--- config.mk ---
export PLATFORM = sky130hd
export DESIGN_NAME = sccb_master_bit_sequencer_flat
export DESIGN_NICKNAME = d
export VERILOG_FILES = /design/src/rtl/sccb_pkg.sv /design/src/rtl/sccb_cmd_if.sv /design/src/rtl/sccb_phase_if.sv /design/src/rtl/sccb_front.sv /design/src/rtl/sccb_fifo.sv /design/src/rtl/sccb_back.sv /design/src/rtl/sccb_master_bit_sequencer.sv /design/src/flat_wrapper.sv
export VERILOG_INCLUDE_DIRS = /design/src /design/src/rtl
export SDC_FILE = /design/constraint.sdc
export NUM_CORES = 1
export LEC_CHECK = 0
export BUFFER_PORTS_ARGS = -buffer_cell sky130_fd_sc_hd__buf_2
export CORE_UTILIZATION = 59
export CTS_BUF_LIST = sky130_fd_sc_hd__clkbuf_8
export DETAILED_ROUTE_END_ITERATION = 6
export PLACE_DENSITY = 0.87
export SETUP_SLACK_MARGIN = 0.5
export SYNTH_ARGS = -nofsm -noshare
export SYNTH_HDL_FRONTEND = slang
export SYNTH_SLANG_ARGS = --single-unit
--- constraint.sdc ---
create_clock -name clk -period 9 [get_ports clk]
set_input_delay 1.35 -clock clk [delete_from_list [all_inputs] [get_ports clk]]
set_output_delay 1.35 -clock clk [all_outputs]
set_load 0.005 [all_outputs]
--- src/rtl/sccb_master_bit_sequencer_defines.svh ---
// assertion macros used by the sequencer back end
`ifndef SCCB_MASTER_BIT_SEQUENCER_DEFINES_SVH
`define SCCB_MASTER_BIT_SEQUENCER_DEFINES_SVH

// same-cycle implication
`define SCCB_ASSERT_IMPL(lbl, clk, rst_n, ante, cons, msg) \
	lbl: assert property (@(posedge clk) disable iff (!(rst_n)) (ante) |-> (cons)) \
		else $error(msg);

// next-cycle implication
`define SCCB_ASSERT_NEXT(lbl, clk, rst_n, ante, cons, msg) \
	lbl: assert property (@(posedge clk) disable iff (!(rst_n)) (ante) |=> (cons)) \
		else $error(msg);

`endif

--- src/rtl/sccb_pkg.sv ---
package sccb_pkg;

	typedef enum logic [2:0] {
		CMD_START = 3'd0,
		CMD_STOP  = 3'd1,
		CMD_WRITE = 3'd2,
		CMD_READ  = 3'd3,
		CMD_ACK   = 3'd4,
		CMD_NACK  = 3'd5
	} cmd_t;

	typedef struct packed {
		cmd_t       cmd;
		logic [7:0] tx_byte;
		logic [7:0] rx_bits;
		logic       rx_ack;
	} cmd_item_t;

	localparam int QDEPTH = 2;
	localparam int QAW    = $clog2(QDEPTH);
	localparam int QCW    = $clog2(QDEPTH + 1);

	localparam logic [4:0] HOLD_WAIT   = 5'd2;
	localparam logic [4:0] HOLD_BASE   = 5'd10;
	localparam logic [4:0] HOLD_RDLOW  = 5'd11;
	localparam logic [4:0] HOLD_BIT    = 5'd12;
	localparam logic [4:0] HOLD_WRLOW  = 5'd14;
	localparam logic [4:0] HOLD_LONG   = 5'd20;
	localparam logic [2:0] LAST_BIT    = 3'd7;

	function automatic logic func_ok(input logic [2:0] f);
		logic ok;
		ok = (f == CMD_START) || (f == CMD_STOP) || (f == CMD_WRITE) ||
			(f == CMD_READ) || (f == CMD_ACK) || (f == CMD_NACK);
		return ok;
	endfunction

endpackage

--- src/rtl/sccb_cmd_if.sv ---
interface sccb_cmd_if;
	logic       valid;
	logic       ready;
	logic [2:0] func;
	logic [7:0] tx_byte;
	logic [7:0] rx_bits;
	logic       rx_ack;

	modport source (output valid, func, tx_byte, rx_bits, rx_ack, input ready);
	modport sink (input valid, func, tx_byte, rx_bits, rx_ack, output ready);
endinterface

--- src/rtl/sccb_phase_if.sv ---
interface sccb_phase_if;
	logic       valid;
	logic       ready;
	logic       scl;
	logic       sda;
	logic [4:0] hold_us;
	logic       sampled;
	logic [7:0] rx_data;
	logic       ack;
	logic       last;

	modport source (output valid, scl, sda, hold_us, sampled, rx_data, ack, last, input ready);
	modport sink (input valid, scl, sda, hold_us, sampled, rx_data, ack, last, output ready);
endinterface

--- src/rtl/sccb_front.sv ---
module sccb_front import sccb_pkg::*; (
	input  logic       clk,
	input  logic       arst_n,
	sccb_cmd_if.sink   cmd,
	output logic       push,
	output cmd_item_t  push_item,
	input  logic       full
);

	logic      valid_s1;
	cmd_item_t item_s1;

	assign cmd.ready = !valid_s1 || !full;
	assign push      = valid_s1 && !full;
	assign push_item = item_s1;

	// unused codes are taken and dropped here
	always_ff @(posedge clk or negedge arst_n) begin
		if (!arst_n) begin
			valid_s1 <= 1'b0;
		end else if (cmd.ready) begin
			valid_s1 <= cmd.valid && func_ok(cmd.func);
		end
	end

	always_ff @(posedge clk) begin
		if (cmd.ready && cmd.valid) begin
			item_s1.cmd     <= cmd_t'(cmd.func);
			item_s1.tx_byte <= cmd.tx_byte;
			item_s1.rx_bits <= cmd.rx_bits;
			item_s1.rx_ack  <= cmd.rx_ack;
		end
	end

endmodule

--- src/rtl/sccb_fifo.sv ---
module sccb_fifo import sccb_pkg::*; (
	input  logic      clk,
	input  logic      arst_n,
	input  logic      push,
	input  cmd_item_t push_item,
	output logic      full,
	input  logic      pop,
	output logic      q_valid,
	output cmd_item_t q_item
);

	cmd_item_t        ent_q [QDEPTH];
	logic [QAW-1:0]   wr_ptr_q;
	logic [QAW-1:0]   rd_ptr_q;
	logic [QCW-1:0]   cnt_q;

	assign full    = (cnt_q == QCW'(QDEPTH));
	assign q_valid = (cnt_q != '0);
	assign q_item  = ent_q[rd_ptr_q];

	always_ff @(posedge clk or negedge arst_n) begin
		if (!arst_n) begin
			wr_ptr_q <= '0;
			rd_ptr_q <= '0;
			cnt_q    <= '0;
		end else begin
			if (push) begin
				wr_ptr_q <= (wr_ptr_q == QAW'(QDEPTH - 1)) ? '0 : wr_ptr_q + 1'b1;
			end
			if (pop) begin
				rd_ptr_q <= (rd_ptr_q == QAW'(QDEPTH - 1)) ? '0 : rd_ptr_q + 1'b1;
			end
			if (push && !pop) begin
				cnt_q <= cnt_q + 1'b1;
			end else if (pop && !push) begin
				cnt_q <= cnt_q - 1'b1;
			end
		end
	end

	always_ff @(posedge clk) begin
		if (push) begin
			ent_q[wr_ptr_q] <= push_item;
		end
	end

endmodule

--- src/rtl/sccb_back.sv ---
`include "sccb_master_bit_sequencer_defines.svh"

module sccb_back import sccb_pkg::*; (
	input  logic         clk,
	input  logic         arst_n,
	input  logic         q_valid,
	input  cmd_item_t    q_item,
	output logic         pop,
	sccb_phase_if.source phase
);

	cmd_item_t  cur_q;
	logic       active_q;
	logic [1:0] stp_q;
	logic [2:0] bit_q;
	logic [1:0] sub_q;
	logic       scl_q;
	logic       sda_q;

	logic       ovalid_q;
	logic       oscl_q;
	logic       osda_q;
	logic [4:0] ohold_q;
	logic       osmp_q;
	logic [7:0] orxd_q;
	logic       oack_q;
	logic       olast_q;

	logic       ph_scl;
	logic       ph_sda;
	logic [4:0] ph_hold;
	logic       ph_smp;
	logic [7:0] ph_rxd;
	logic       ph_ack;
	logic       ph_last;
	logic       loop_cmd;
	logic [1:0] sub_end;
	logic       fire;

	assign loop_cmd = (cur_q.cmd == CMD_WRITE) || (cur_q.cmd == CMD_READ);
	assign sub_end  = (cur_q.cmd == CMD_WRITE) ? 2'd2 : 2'd1;

	always_comb begin
		ph_scl  = scl_q;
		ph_sda  = sda_q;
		ph_hold = HOLD_BASE;
		ph_smp  = 1'b0;
		ph_rxd  = '0;
		ph_ack  = 1'b0;
		ph_last = 1'b0;
		case (cur_q.cmd)
			CMD_START: begin
				case (stp_q)
					2'd0: begin
						ph_sda  = 1'b1;
						ph_hold = HOLD_LONG;
					end
					2'd1: begin
						ph_scl  = 1'b1;
						ph_hold = HOLD_BIT;
					end
					2'd2: begin
						ph_sda  = 1'b0;
						ph_hold = HOLD_BIT;
					end
					default: begin
						ph_scl  = 1'b0;
						ph_last = 1'b1;
					end
				endcase
			end
			CMD_STOP: begin
				case (stp_q)
					2'd0: ph_sda = 1'b0;
					2'd1: ph_scl = 1'b1;
					default: begin
						ph_sda  = 1'b1;
						ph_last = 1'b1;
					end
				endcase
			end
			CMD_WRITE: begin
				if (stp_q == 2'd0) begin
					ph_hold = HOLD_WAIT;
				end else begin
					case (sub_q)
						2'd0: begin
							ph_sda  = cur_q.tx_byte[~bit_q];
							ph_hold = HOLD_BIT;
						end
						2'd1: begin
							ph_scl  = 1'b1;
							ph_hold = HOLD_BIT;
						end
						default: begin
							ph_scl  = 1'b0;
							ph_last = (bit_q == LAST_BIT);
							ph_hold = ph_last ? HOLD_BIT : HOLD_WRLOW;
						end
					endcase
				end
			end
			CMD_READ: begin
				if (stp_q == 2'd0) begin
					ph_sda = 1'b1;
				end else if (sub_q == 2'd0) begin
					ph_scl  = 1'b1;
					ph_smp  = 1'b1;
					ph_hold = HOLD_LONG;
				end else begin
					ph_scl  = 1'b0;
					ph_hold = HOLD_RDLOW;
					ph_last = (bit_q == LAST_BIT);
					ph_rxd  = ph_last ? cur_q.rx_bits : 8'd0;
				end
			end
			CMD_ACK: begin
				case (stp_q)
					2'd0: ph_sda = 1'b1;
					2'd1: begin
						ph_scl  = 1'b1;
						ph_smp  = 1'b1;
						ph_hold = HOLD_LONG;
					end
					default: begin
						ph_scl  = 1'b0;
						ph_ack  = cur_q.rx_ack;
						ph_last = 1'b1;
					end
				endcase
			end
			CMD_NACK: begin
				case (stp_q)
					2'd0: ph_sda = 1'b1;
					2'd1: ph_scl = 1'b1;
					2'd2: ph_scl = 1'b0;
					default: begin
						ph_sda  = 1'b0;
						ph_last = 1'b1;
					end
				endcase
			end
			default: ph_last = 1'b1;
		endcase
	end

	assign fire = active_q && (!ovalid_q || phase.ready);
	assign pop  = q_valid && (!active_q || (fire && ph_last));

	always_ff @(posedge clk or negedge arst_n) begin
		if (!arst_n) begin
			active_q <= 1'b0;
			stp_q    <= '0;
			bit_q    <= '0;
			sub_q    <= '0;
			scl_q    <= 1'b1;
			sda_q    <= 1'b1;
			ovalid_q <= 1'b0;
		end else begin
			if (pop) begin
				active_q <= 1'b1;
				stp_q    <= '0;
				bit_q    <= '0;
				sub_q    <= '0;
			end else if (fire && ph_last) begin
				active_q <= 1'b0;
			end else if (fire) begin
				if (loop_cmd && stp_q != 2'd0) begin
					if (sub_q == sub_end) begin
						sub_q <= '0;
						bit_q <= bit_q + 1'b1;
					end else begin
						sub_q <= sub_q + 1'b1;
					end
				end else begin
					stp_q <= stp_q + 1'b1;
				end
			end
			if (fire) begin
				scl_q    <= ph_scl;
				sda_q    <= ph_sda;
				ovalid_q <= 1'b1;
			end else if (phase.ready) begin
				ovalid_q <= 1'b0;
			end
		end
	end

	always_ff @(posedge clk) begin
		if (pop) begin
			cur_q <= q_item;
		end
		if (fire) begin
			oscl_q  <= ph_scl;
			osda_q  <= ph_sda;
			ohold_q <= ph_hold;
			osmp_q  <= ph_smp;
			orxd_q  <= ph_rxd;
			oack_q  <= ph_ack;
			olast_q <= ph_last;
		end
	end

	assign phase.valid   = ovalid_q;
	assign phase.scl     = oscl_q;
	assign phase.sda     = osda_q;
	assign phase.hold_us = ohold_q;
	assign phase.sampled = osmp_q;
	assign phase.rx_data = orxd_q;
	assign phase.ack     = oack_q;
	assign phase.last    = olast_q;

	`SCCB_ASSERT_IMPL(a_smp_scl_high, clk, arst_n, ovalid_q && osmp_q, oscl_q, "sample with scl low")
	`SCCB_ASSERT_IMPL(a_rx_on_last, clk, arst_n, ovalid_q && !olast_q, orxd_q == 8'd0 && !oack_q, "read data before last word")
	`SCCB_ASSERT_NEXT(a_done_idle, clk, arst_n, fire && ph_last && !q_valid, !active_q, "sequencer busy after last phase")

endmodule

--- src/rtl/sccb_master_bit_sequencer.sv ---
// SCCB bit sequencer: takes one bus command per word (start, stop, write byte, read byte,
// read ack, send not-acknowledge) and returns the pin phases it causes, one word per phase
// with the SCL/SDA levels, the hold time in microseconds and a sample flag; read data and
// ack arrive on the word marked last. A command yields 3 (stop, read ack), 4 (start,
// not-acknowledge), 17 (read byte) or 25 (write byte) words, set by the phase counter of
// the back end, which stalls while the phase output is not ready; the front end takes
// a new command every cycle while its two-entry queue has room, so queued commands run
// back to back. Unused codes are taken and produce no words. Line levels reset to released.
module sccb_master_bit_sequencer import sccb_pkg::*; (
	input  logic         clk,
	input  logic         arst_n,
	sccb_cmd_if.sink     cmd,
	sccb_phase_if.source phase
);

	logic      push;
	cmd_item_t push_item;
	logic      full;
	logic      pop;
	logic      q_valid;
	cmd_item_t q_item;

	sccb_front u_front (
		.clk       (clk),
		.arst_n    (arst_n),
		.cmd       (cmd),
		.push      (push),
		.push_item (push_item),
		.full      (full)
	);

	sccb_fifo u_fifo (
		.clk       (clk),
		.arst_n    (arst_n),
		.push      (push),
		.push_item (push_item),
		.full      (full),
		.pop       (pop),
		.q_valid   (q_valid),
		.q_item    (q_item)
	);

	sccb_back u_back (
		.clk     (clk),
		.arst_n  (arst_n),
		.q_valid (q_valid),
		.q_item  (q_item),
		.pop     (pop),
		.phase   (phase)
	);

endmodule
--- src/flat_wrapper.sv ---
// flat-port wrapper written by rule: the top's interface ports become plain ports
module sccb_master_bit_sequencer_flat import sccb_pkg::*;
  (clk, arst_n, cmd_valid, cmd_func, cmd_tx_byte, cmd_rx_bits, cmd_rx_ack, cmd_ready, phase_valid, phase_scl, phase_sda, phase_hold_us, phase_sampled, phase_rx_data, phase_ack, phase_last, phase_ready);
  sccb_cmd_if cmd_i ();
  sccb_phase_if phase_i ();
  input  logic clk;
  input  logic arst_n;
  input wire logic [$bits(cmd_i.valid)-1:0] cmd_valid;
  input wire logic [$bits(cmd_i.func)-1:0] cmd_func;
  input wire logic [$bits(cmd_i.tx_byte)-1:0] cmd_tx_byte;
  input wire logic [$bits(cmd_i.rx_bits)-1:0] cmd_rx_bits;
  input wire logic [$bits(cmd_i.rx_ack)-1:0] cmd_rx_ack;
  output wire logic [$bits(cmd_i.ready)-1:0] cmd_ready;
  output wire logic [$bits(phase_i.valid)-1:0] phase_valid;
  output wire logic [$bits(phase_i.scl)-1:0] phase_scl;
  output wire logic [$bits(phase_i.sda)-1:0] phase_sda;
  output wire logic [$bits(phase_i.hold_us)-1:0] phase_hold_us;
  output wire logic [$bits(phase_i.sampled)-1:0] phase_sampled;
  output wire logic [$bits(phase_i.rx_data)-1:0] phase_rx_data;
  output wire logic [$bits(phase_i.ack)-1:0] phase_ack;
  output wire logic [$bits(phase_i.last)-1:0] phase_last;
  input wire logic [$bits(phase_i.ready)-1:0] phase_ready;
  assign cmd_i.valid = cmd_valid;
  assign cmd_i.func = cmd_func;
  assign cmd_i.tx_byte = cmd_tx_byte;
  assign cmd_i.rx_bits = cmd_rx_bits;
  assign cmd_i.rx_ack = cmd_rx_ack;
  assign cmd_ready = cmd_i.ready;
  assign phase_valid = phase_i.valid;
  assign phase_scl = phase_i.scl;
  assign phase_sda = phase_i.sda;
  assign phase_hold_us = phase_i.hold_us;
  assign phase_sampled = phase_i.sampled;
  assign phase_rx_data = phase_i.rx_data;
  assign phase_ack = phase_i.ack;
  assign phase_last = phase_i.last;
  assign phase_i.ready = phase_ready;
  sccb_master_bit_sequencer u_core (.clk(clk), .arst_n(arst_n), .cmd(cmd_i), .phase(phase_i));
endmodule
Word-level counts from Yosys, hierarchy flattened:

Memories as Yosys holds them, arrays and structs flattened. A register that Yosys moved wholly into a read port is not among the register bits.
Cells that the tools add are included.
Widths: inputs -> output; s select.

* output and inout port bits: 20
* bits of input ports: 24
* latch bits: 0
* memories kept: 1
* memory bits (writable): 40
* bits in read-only memories: 0
* logic and storage cells: 163
* bits in registers: 54

Memories
* u_core.u_fifo.ent_q: depth 2, bits a word 20, rd ports 1, clocked after memory_dff 1, write ports 1, RTL line sccb_fifo.sv:12 `cmd_item_t ent_q [QDEPTH];`

* shift-type cells: 0
* multiply operators: 0
* mux-type cells: 61
* $lt $le $gt $ge: 1
* div/mod/pow operators: 0
* eq/ne operators: 18
* reductions and logical operators: 49
* add/sub/neg operators: 7
* bitwise logic cells: 4

Operators with widths (count)
* $mux 2: 14
* $mux 1: 24
* $pmux 5 s4: 1
* $pmux 1 s2: 8
* $reduce_bool 2->1: 8
* $eq 3x3->1 const B: 5
* $mux 3: 5
* $mux 5: 3
* $reduce_or 2->1: 7
* $eq 3x2->1 const B: 4
* $pmux 5 s2: 1
* $logic_and 1x1->1: 9
* $logic_or 1x1->1: 9
* $add 2x1->2 const B: 3
* $eq 3x1->1 const B: 2
* $logic_not 1->1: 6
* $logic_not 3->1: 2
* $pmux 1 s6: 1
* $reduce_and 3->1: 2
* $reduce_or 3->1: 2
* $pmux 1 s5: 1
* $eq 2x1->1 const B: 2
* $eq 2x2->1 const B: 2
* $logic_not 2->1: 2
* 13 further kinds: 17

Longest topological paths before layout:

* depth after elaboration: 11
* mapped depth: 11
* depth with buffers taken out: 11

Hierarchy:

Synthesis repeated with hierarchy kept, for this count alone.

* cells, all modules: 303
* area total of the unflattened synthesis: 4819.6 um^2

By module, submodules not included
* sccb_back: cells an instance 199, sequential area each 1418.9 um^2, area an instance 2452.4 um^2, instances 1
* sccb_fifo: cells an instance 78, sequential area each 1301.2 um^2, area an instance 1709.1 um^2, instances 1
* sccb_front: cells an instance 26, sequential area each 625.6 um^2, area an instance 658.1 um^2, instances 1

Worst setup path after synthesis:

No wires, ideal clock.

* kind: input to register
* start point: input port phase_ready
* end point: register u_core.u_fifo.cnt_q[1]
* arrival time: 3137 ps
* library setup time: 79 ps
* required time: 8921 ps
* buffers on the path: 0
* stages: 8
* slack: 5784 ps
* cell sequence: nand2b_1 -> nor2_1 -> a311oi_4 -> inv_1 -> ha_1 -> xor2_1 -> nor2_1 -> xor2_1

* longest elaborated chain between the ends: 8
* elaborated cells on any way between the ends: 10
* those cells by class: mux (1); reduce/logical (9)

Ends and longest elaborated chain
* from (decl): RTL line flat_wrapper.sv:22 `input wire logic [$bits(phase_i.ready)-1:0] phase_ready;`
* $logic_or 1x1->1 (*): RTL line sccb_back.sv:147 `assign fire = active_q && (!ovalid_q || phase.ready);`
* $logic_and 1x1->1 (*): RTL line sccb_back.sv:147
* $logic_and 1x1->1 (*): RTL line sccb_back.sv:148 `assign pop = q_valid && (!active_q || (fire && ph_last));`
* $logic_or 1x1->1 (*): RTL line sccb_back.sv:148
* $logic_and 1x1->1 (*): RTL line sccb_back.sv:148
* via u_core.pop: RTL line sccb_master_bit_sequencer.sv:19 `logic pop;`
* $logic_not 1->1: RTL line sccb_fifo.sv:33 `if (push && !pop) begin`
* $logic_and 1x1->1: RTL line sccb_fifo.sv:33
* $mux 2 or $reduce_bool 2->1 (tied branches)
* to (signal assigned): RTL line sccb_fifo.sv:34 `cnt_q <= cnt_q + 1'b1;`
* to (signal assigned): RTL line sccb_fifo.sv:36 `cnt_q <= cnt_q - 1'b1;`
* to (decl): RTL line sccb_fifo.sv:15 `logic [QCW-1:0] cnt_q;`

The timed path passes the listed nets; every way through them passes the cells marked *.
A chain may end at the register's enable or synchronous reset.

Final worst setup path:

* start point: register u_core.u_back.stp_q[0]
* end point: register u_core.u_fifo.cnt_q[1]

* longest elaborated chain between the ends: 10
* elaborated cells on any way between the ends: 18
* those cells by class: eq/ne (2); mux (6); reduce/logical (10)

Ends and longest elaborated chain
* from (decl): RTL line sccb_back.sv:14 `logic [1:0] stp_q;`
* from (signal assigned): RTL line sccb_back.sv:176 `stp_q <= stp_q + 1'b1;`
* $eq 2x2->1, or another cell as far along: RTL line sccb_back.sv:53, sccb_back.sv:133
* $reduce_or 3->1 (no source line) or $reduce_or 2->1 (tied branches)
* $mux 1, on equally long branches
* $pmux 1 s4 (*): RTL line sccb_back.sv:51 `case (cur_q.cmd)`
* $logic_and 1x1->1 (*): RTL line sccb_back.sv:148
* $logic_or 1x1->1 (*): RTL line sccb_back.sv:148
* $logic_and 1x1->1 (*): RTL line sccb_back.sv:148
* via u_core.pop: RTL line sccb_master_bit_sequencer.sv:19
* $logic_not 1->1: RTL line sccb_fifo.sv:33
* $logic_and 1x1->1: RTL line sccb_fifo.sv:33
* $mux 2 or $reduce_bool 2->1 (tied branches)

Marks and branches as above.

==> impl_metrics.tcl <==
set metrics [dict create \
    clock_skew_ns 0.0125 \
    async_flop_share 0.140 \
    met3_usage 0.0581 \
    reg2reg_depth 11 \
    layout_worst_path_cycle_share 0.343 \
    ios 44 \
    final_nets 387 \
    synth_area_per_cell_sq_um 15.4 \
    cts_max_level 4 \
    grt_use_total 0.195 \
    layout-drive-gt1-share 0.281 \
    numCtsBuffers 17 \
    busiest_layer "met2" \
    report.final.slew_viol_count 0 \
    irDropWorstVdd_uv 194 \
    tns_ns 0 \
    grt_pass1_wl_um 11900 \
    hold_start "u_core.u_front.push_item[14]" \
    cp.arrival_ns 3.42 \
    drc 0 \
    antenna_found_initial 0 \
    critPathCaptureType "register" \
    synth_warnings 0 \
    power_frac_comb 0.242 \
    use_met2 0.335 \
    finalWirelength_um 7310 \
    drt_pre_antenna_iters 4 \
    rsz0062_at_grt "no" \
    postPlaceCellArea_sq_um 4960 \
    status "completed" \
    holdBufCountCts 0 \
    area_growth_pct 14.9 \
    drtAntennaViolNets 0 \
    fmax_ghz 0.324 \
    finalPower_w 0.00177 \
    power_switching_w 0.000528 \
    power.internal_w 0.00124 \
    drtIter0Drc 131 \
    clk_pin_slew_ns 0.06 \
    syn-cell-area_sq_um 4650 \
    setup_violations 0 \
    fillers 526 \
    grt-ovfl-total 0 \
    vias 2553 \
    critPathLaunchType "register" \
    clockBufferDepth 2 \
    synth_edf_count 98 \
    place_congestion 0.845 \
    use_met1 0.221 \
    die_x_um 90.8 \
    portBuffers 43 \
    grt_pass1_vias 2542 \
    yosysSeqAreaShare 0.720 \
    pwr-share-clk 0.258 \
    diodes 0 \
    synthCells 301 \
    hp-class "reg2reg" \
    die_h_um 90.8 \
    whs_path_depth 0 \
    core_sq_um 7690 \
    maxSlewHeadroom 0.347 \
    swShare 0.298 \
    cts_tree "built" \
    rows 32 \
    power_frac_seq 0.500 \
    r2r_slack_ns 5.91 \
    required_ns 9.33 \
    viasPerCell 5.46 \
    synthFlopType "edfxtp_1" \
    routedWlPerCell_um 15.6 \
    postCtsSetupRepairBufs 0 \
    powerDensity_nw_per_um2 332 \
    place_hpwl_um 4510 \
    maxCapViolCount 0 \
    insertion_delay_ns 0.41 \
    die-area_sq_um 8240 \
    hold_path_end "u_core.u_fifo.ent_q[1][14]" \
    period_needed_ns 3.09 \
    grt_max_degree 30 \
    clockRootBuffer "clkbuf_8" \
    cp_max_fo 29 \
    start_util 0.605 \
    p_leak_nw 2.04 \
    r2r-start "u_core.u_back.stp_q[0]" \
    worstMarginPinSlew_ns 0.979 \
    clock-sinks 114 \
    synth-seq-cells 114 \
    crit_type "reg2reg" \
    synth_nets 334 \
    design_area_sq_um 5340 \
    r2r-end "u_core.u_fifo.cnt_q[1]" \
    synth.distinct_cells 45 \
    hold_viol_final 0 \
    post_cts_resized 0 \
]
power by group through the flow:
| stage | registers (W) | logic (W) | clock network (W) |
|---|---|---|---|
| 6_report | 0.000886 | 0.000428 | 0.000457 |
| 5_1_grt | 0.000907 | 0.000473 | 0.000487 |
| 3_5_place_dp | 0.000895 | 0.000426 | 0 |
| 2_1_floorplan | 0.000839 | 0.000357 | 0 |
| 4_1_cts | 0.000888 | 0.000432 | 0.000467 |
| 3_3_place_gp | 0.000885 | 0.000414 | 0 |
worst max-delay path by stage:
stage	startpoint	to	slack (ns)
2_1_floorplan	phase_ready	u_core.u_fifo.cnt_q[1]	5.78
3_3_place_gp	phase_ready	u_core.u_fifo.cnt_q[1]	5.99
3_5_place_dp	u_core.u_back.stp_q[0]	u_core.u_fifo.cnt_q[1]	5.91
4_1_cts	u_core.u_back.stp_q[0]	u_core.u_fifo.cnt_q[1]	5.88
5_1_grt	u_core.u_back.stp_q[0]	u_core.u_fifo.cnt_q[1]	5.52
6_report	u_core.u_back.stp_q[0]	u_core.u_fifo.cnt_q[1]	5.91
state kept, by name (all words and copies together) (netlist names), 2 cells and up:
register                     count
u_core.u_fifo.cnt_q              2
u_core.u_fifo.ent_q             40
u_core.u_front.push_item        20
u_core.u_back.phase.rx_data      8
u_core.u_back.cur_q             20
u_core.u_back.sub_q              2
u_core.u_back.phase.hold_us      5
u_core.u_back.bit_q              3
u_core.u_back.stp_q              2
routing by layer:
metal  share of wire  routed length [um]
met5               0                   0
met4           0.017                 126
met3           0.037                 268
met2            0.51                3730
met1            0.44                3190
worst max-delay path: stages (launching register included):
cell      delay, ns
dfrtp_1        0.46
inv_1          0.12
ha_1           0.38
nor4b_1        0.43
nand2_1        0.21
a311oi_4       0.32
buf_4          0.38
inv_1          0.09
ha_1           0.22
xor2_1         0.14
nor2_1         0.12
xor2_1         0.14
cells in the mapped netlist, types with 2 or more instances:
library cell  count  share of area
edfxtp_1         98           0.63
mux2_2           24          0.058
nor2_1           19          0.015
dfrtp_1          14          0.075
nand2_1          14          0.011
and2_1           11          0.015
inv_1            11         0.0089
a21oi_1           9         0.0097
ha_1              9          0.024
nand2b_1          8          0.011
clkbuf_1          7         0.0057
nand3_1           7         0.0075
nor3_1            6         0.0065
nor2b_1           5         0.0067
mux2i_1           4         0.0086
o21a_1            4         0.0065
o21ai_0           4         0.0043
xor2_1            4         0.0075
a21o_1            3         0.0048
a31oi_1           3         0.0040
and3_1            3         0.0040
o21bai_1          3         0.0048
o22ai_1           3         0.0040
xnor2_1           3         0.0057
a211oi_1          2         0.0032
buf_4             2         0.0032
dfstp_2           2          0.011
nand3b_1          2         0.0032
cell usage in the layout, fill, tap and decap left out, types with 3 or more instances in the layout:
master,netlist,routed
o21ai_0,4,4
nor3_1,6,6
and3_1,3,3
nor2b_1,5,5
clkbuf_8,0,17
nand2_1,14,14
a21o_1,3,3
inv_1,11,13
ha_1,9,9
a31oi_1,3,3
xnor2_1,3,3
xor2_1,4,4
nand2b_1,8,8
mux2_2,24,24
bufinv_16,0,3
o21a_1,4,4
clkinv_1,0,3
o22ai_1,3,3
nor2_1,19,19
o21bai_1,3,3
mux2i_1,4,4
a21oi_1,9,9
buf_2,1,43
edfxtp_1,98,98
clkinv_2,0,3
nand3_1,7,7
dfrtp_1,14,14
and2_1,11,11
final cells by class:
type,instances,area [sq um],area share
flip-flops and latches,114,3350,0.627
multi-input cells,165,1210,0.227
clock buffers,17,234,0.0438
repair buffers,45,230,0.0431
clock inverters,14,149,0.0279
well taps,102,128,0.0239
inverters,11,41.3,0.00773
through the flow:
step                hold WS (ns)  setup WS, ns  utilization  instances
finish                     0.442          5.91        0.694        468
global route               0.445          5.52        0.694        468
CTS                        0.441          5.88        0.694        468
detailed placement         0.429          5.91        0.645        437
global placement           0.422          5.99        0.645        437
floorplan                  0.421          5.78            -        301
cells by family (layout without fill, tap and decap cells):
kind of cell    after synthesis  in the layout  synth area share
simple gates                 81             81            0.0921
buf+inv                      22             87            0.0196
fa+ha+maj                     9              9            0.0242
compound gates               39             39            0.0595
mux                          29             29            0.0716
flops                       114            114             0.720
xor+xnor                      7              7            0.0132
Note: power is estimated with default switching activity, not from simulation.
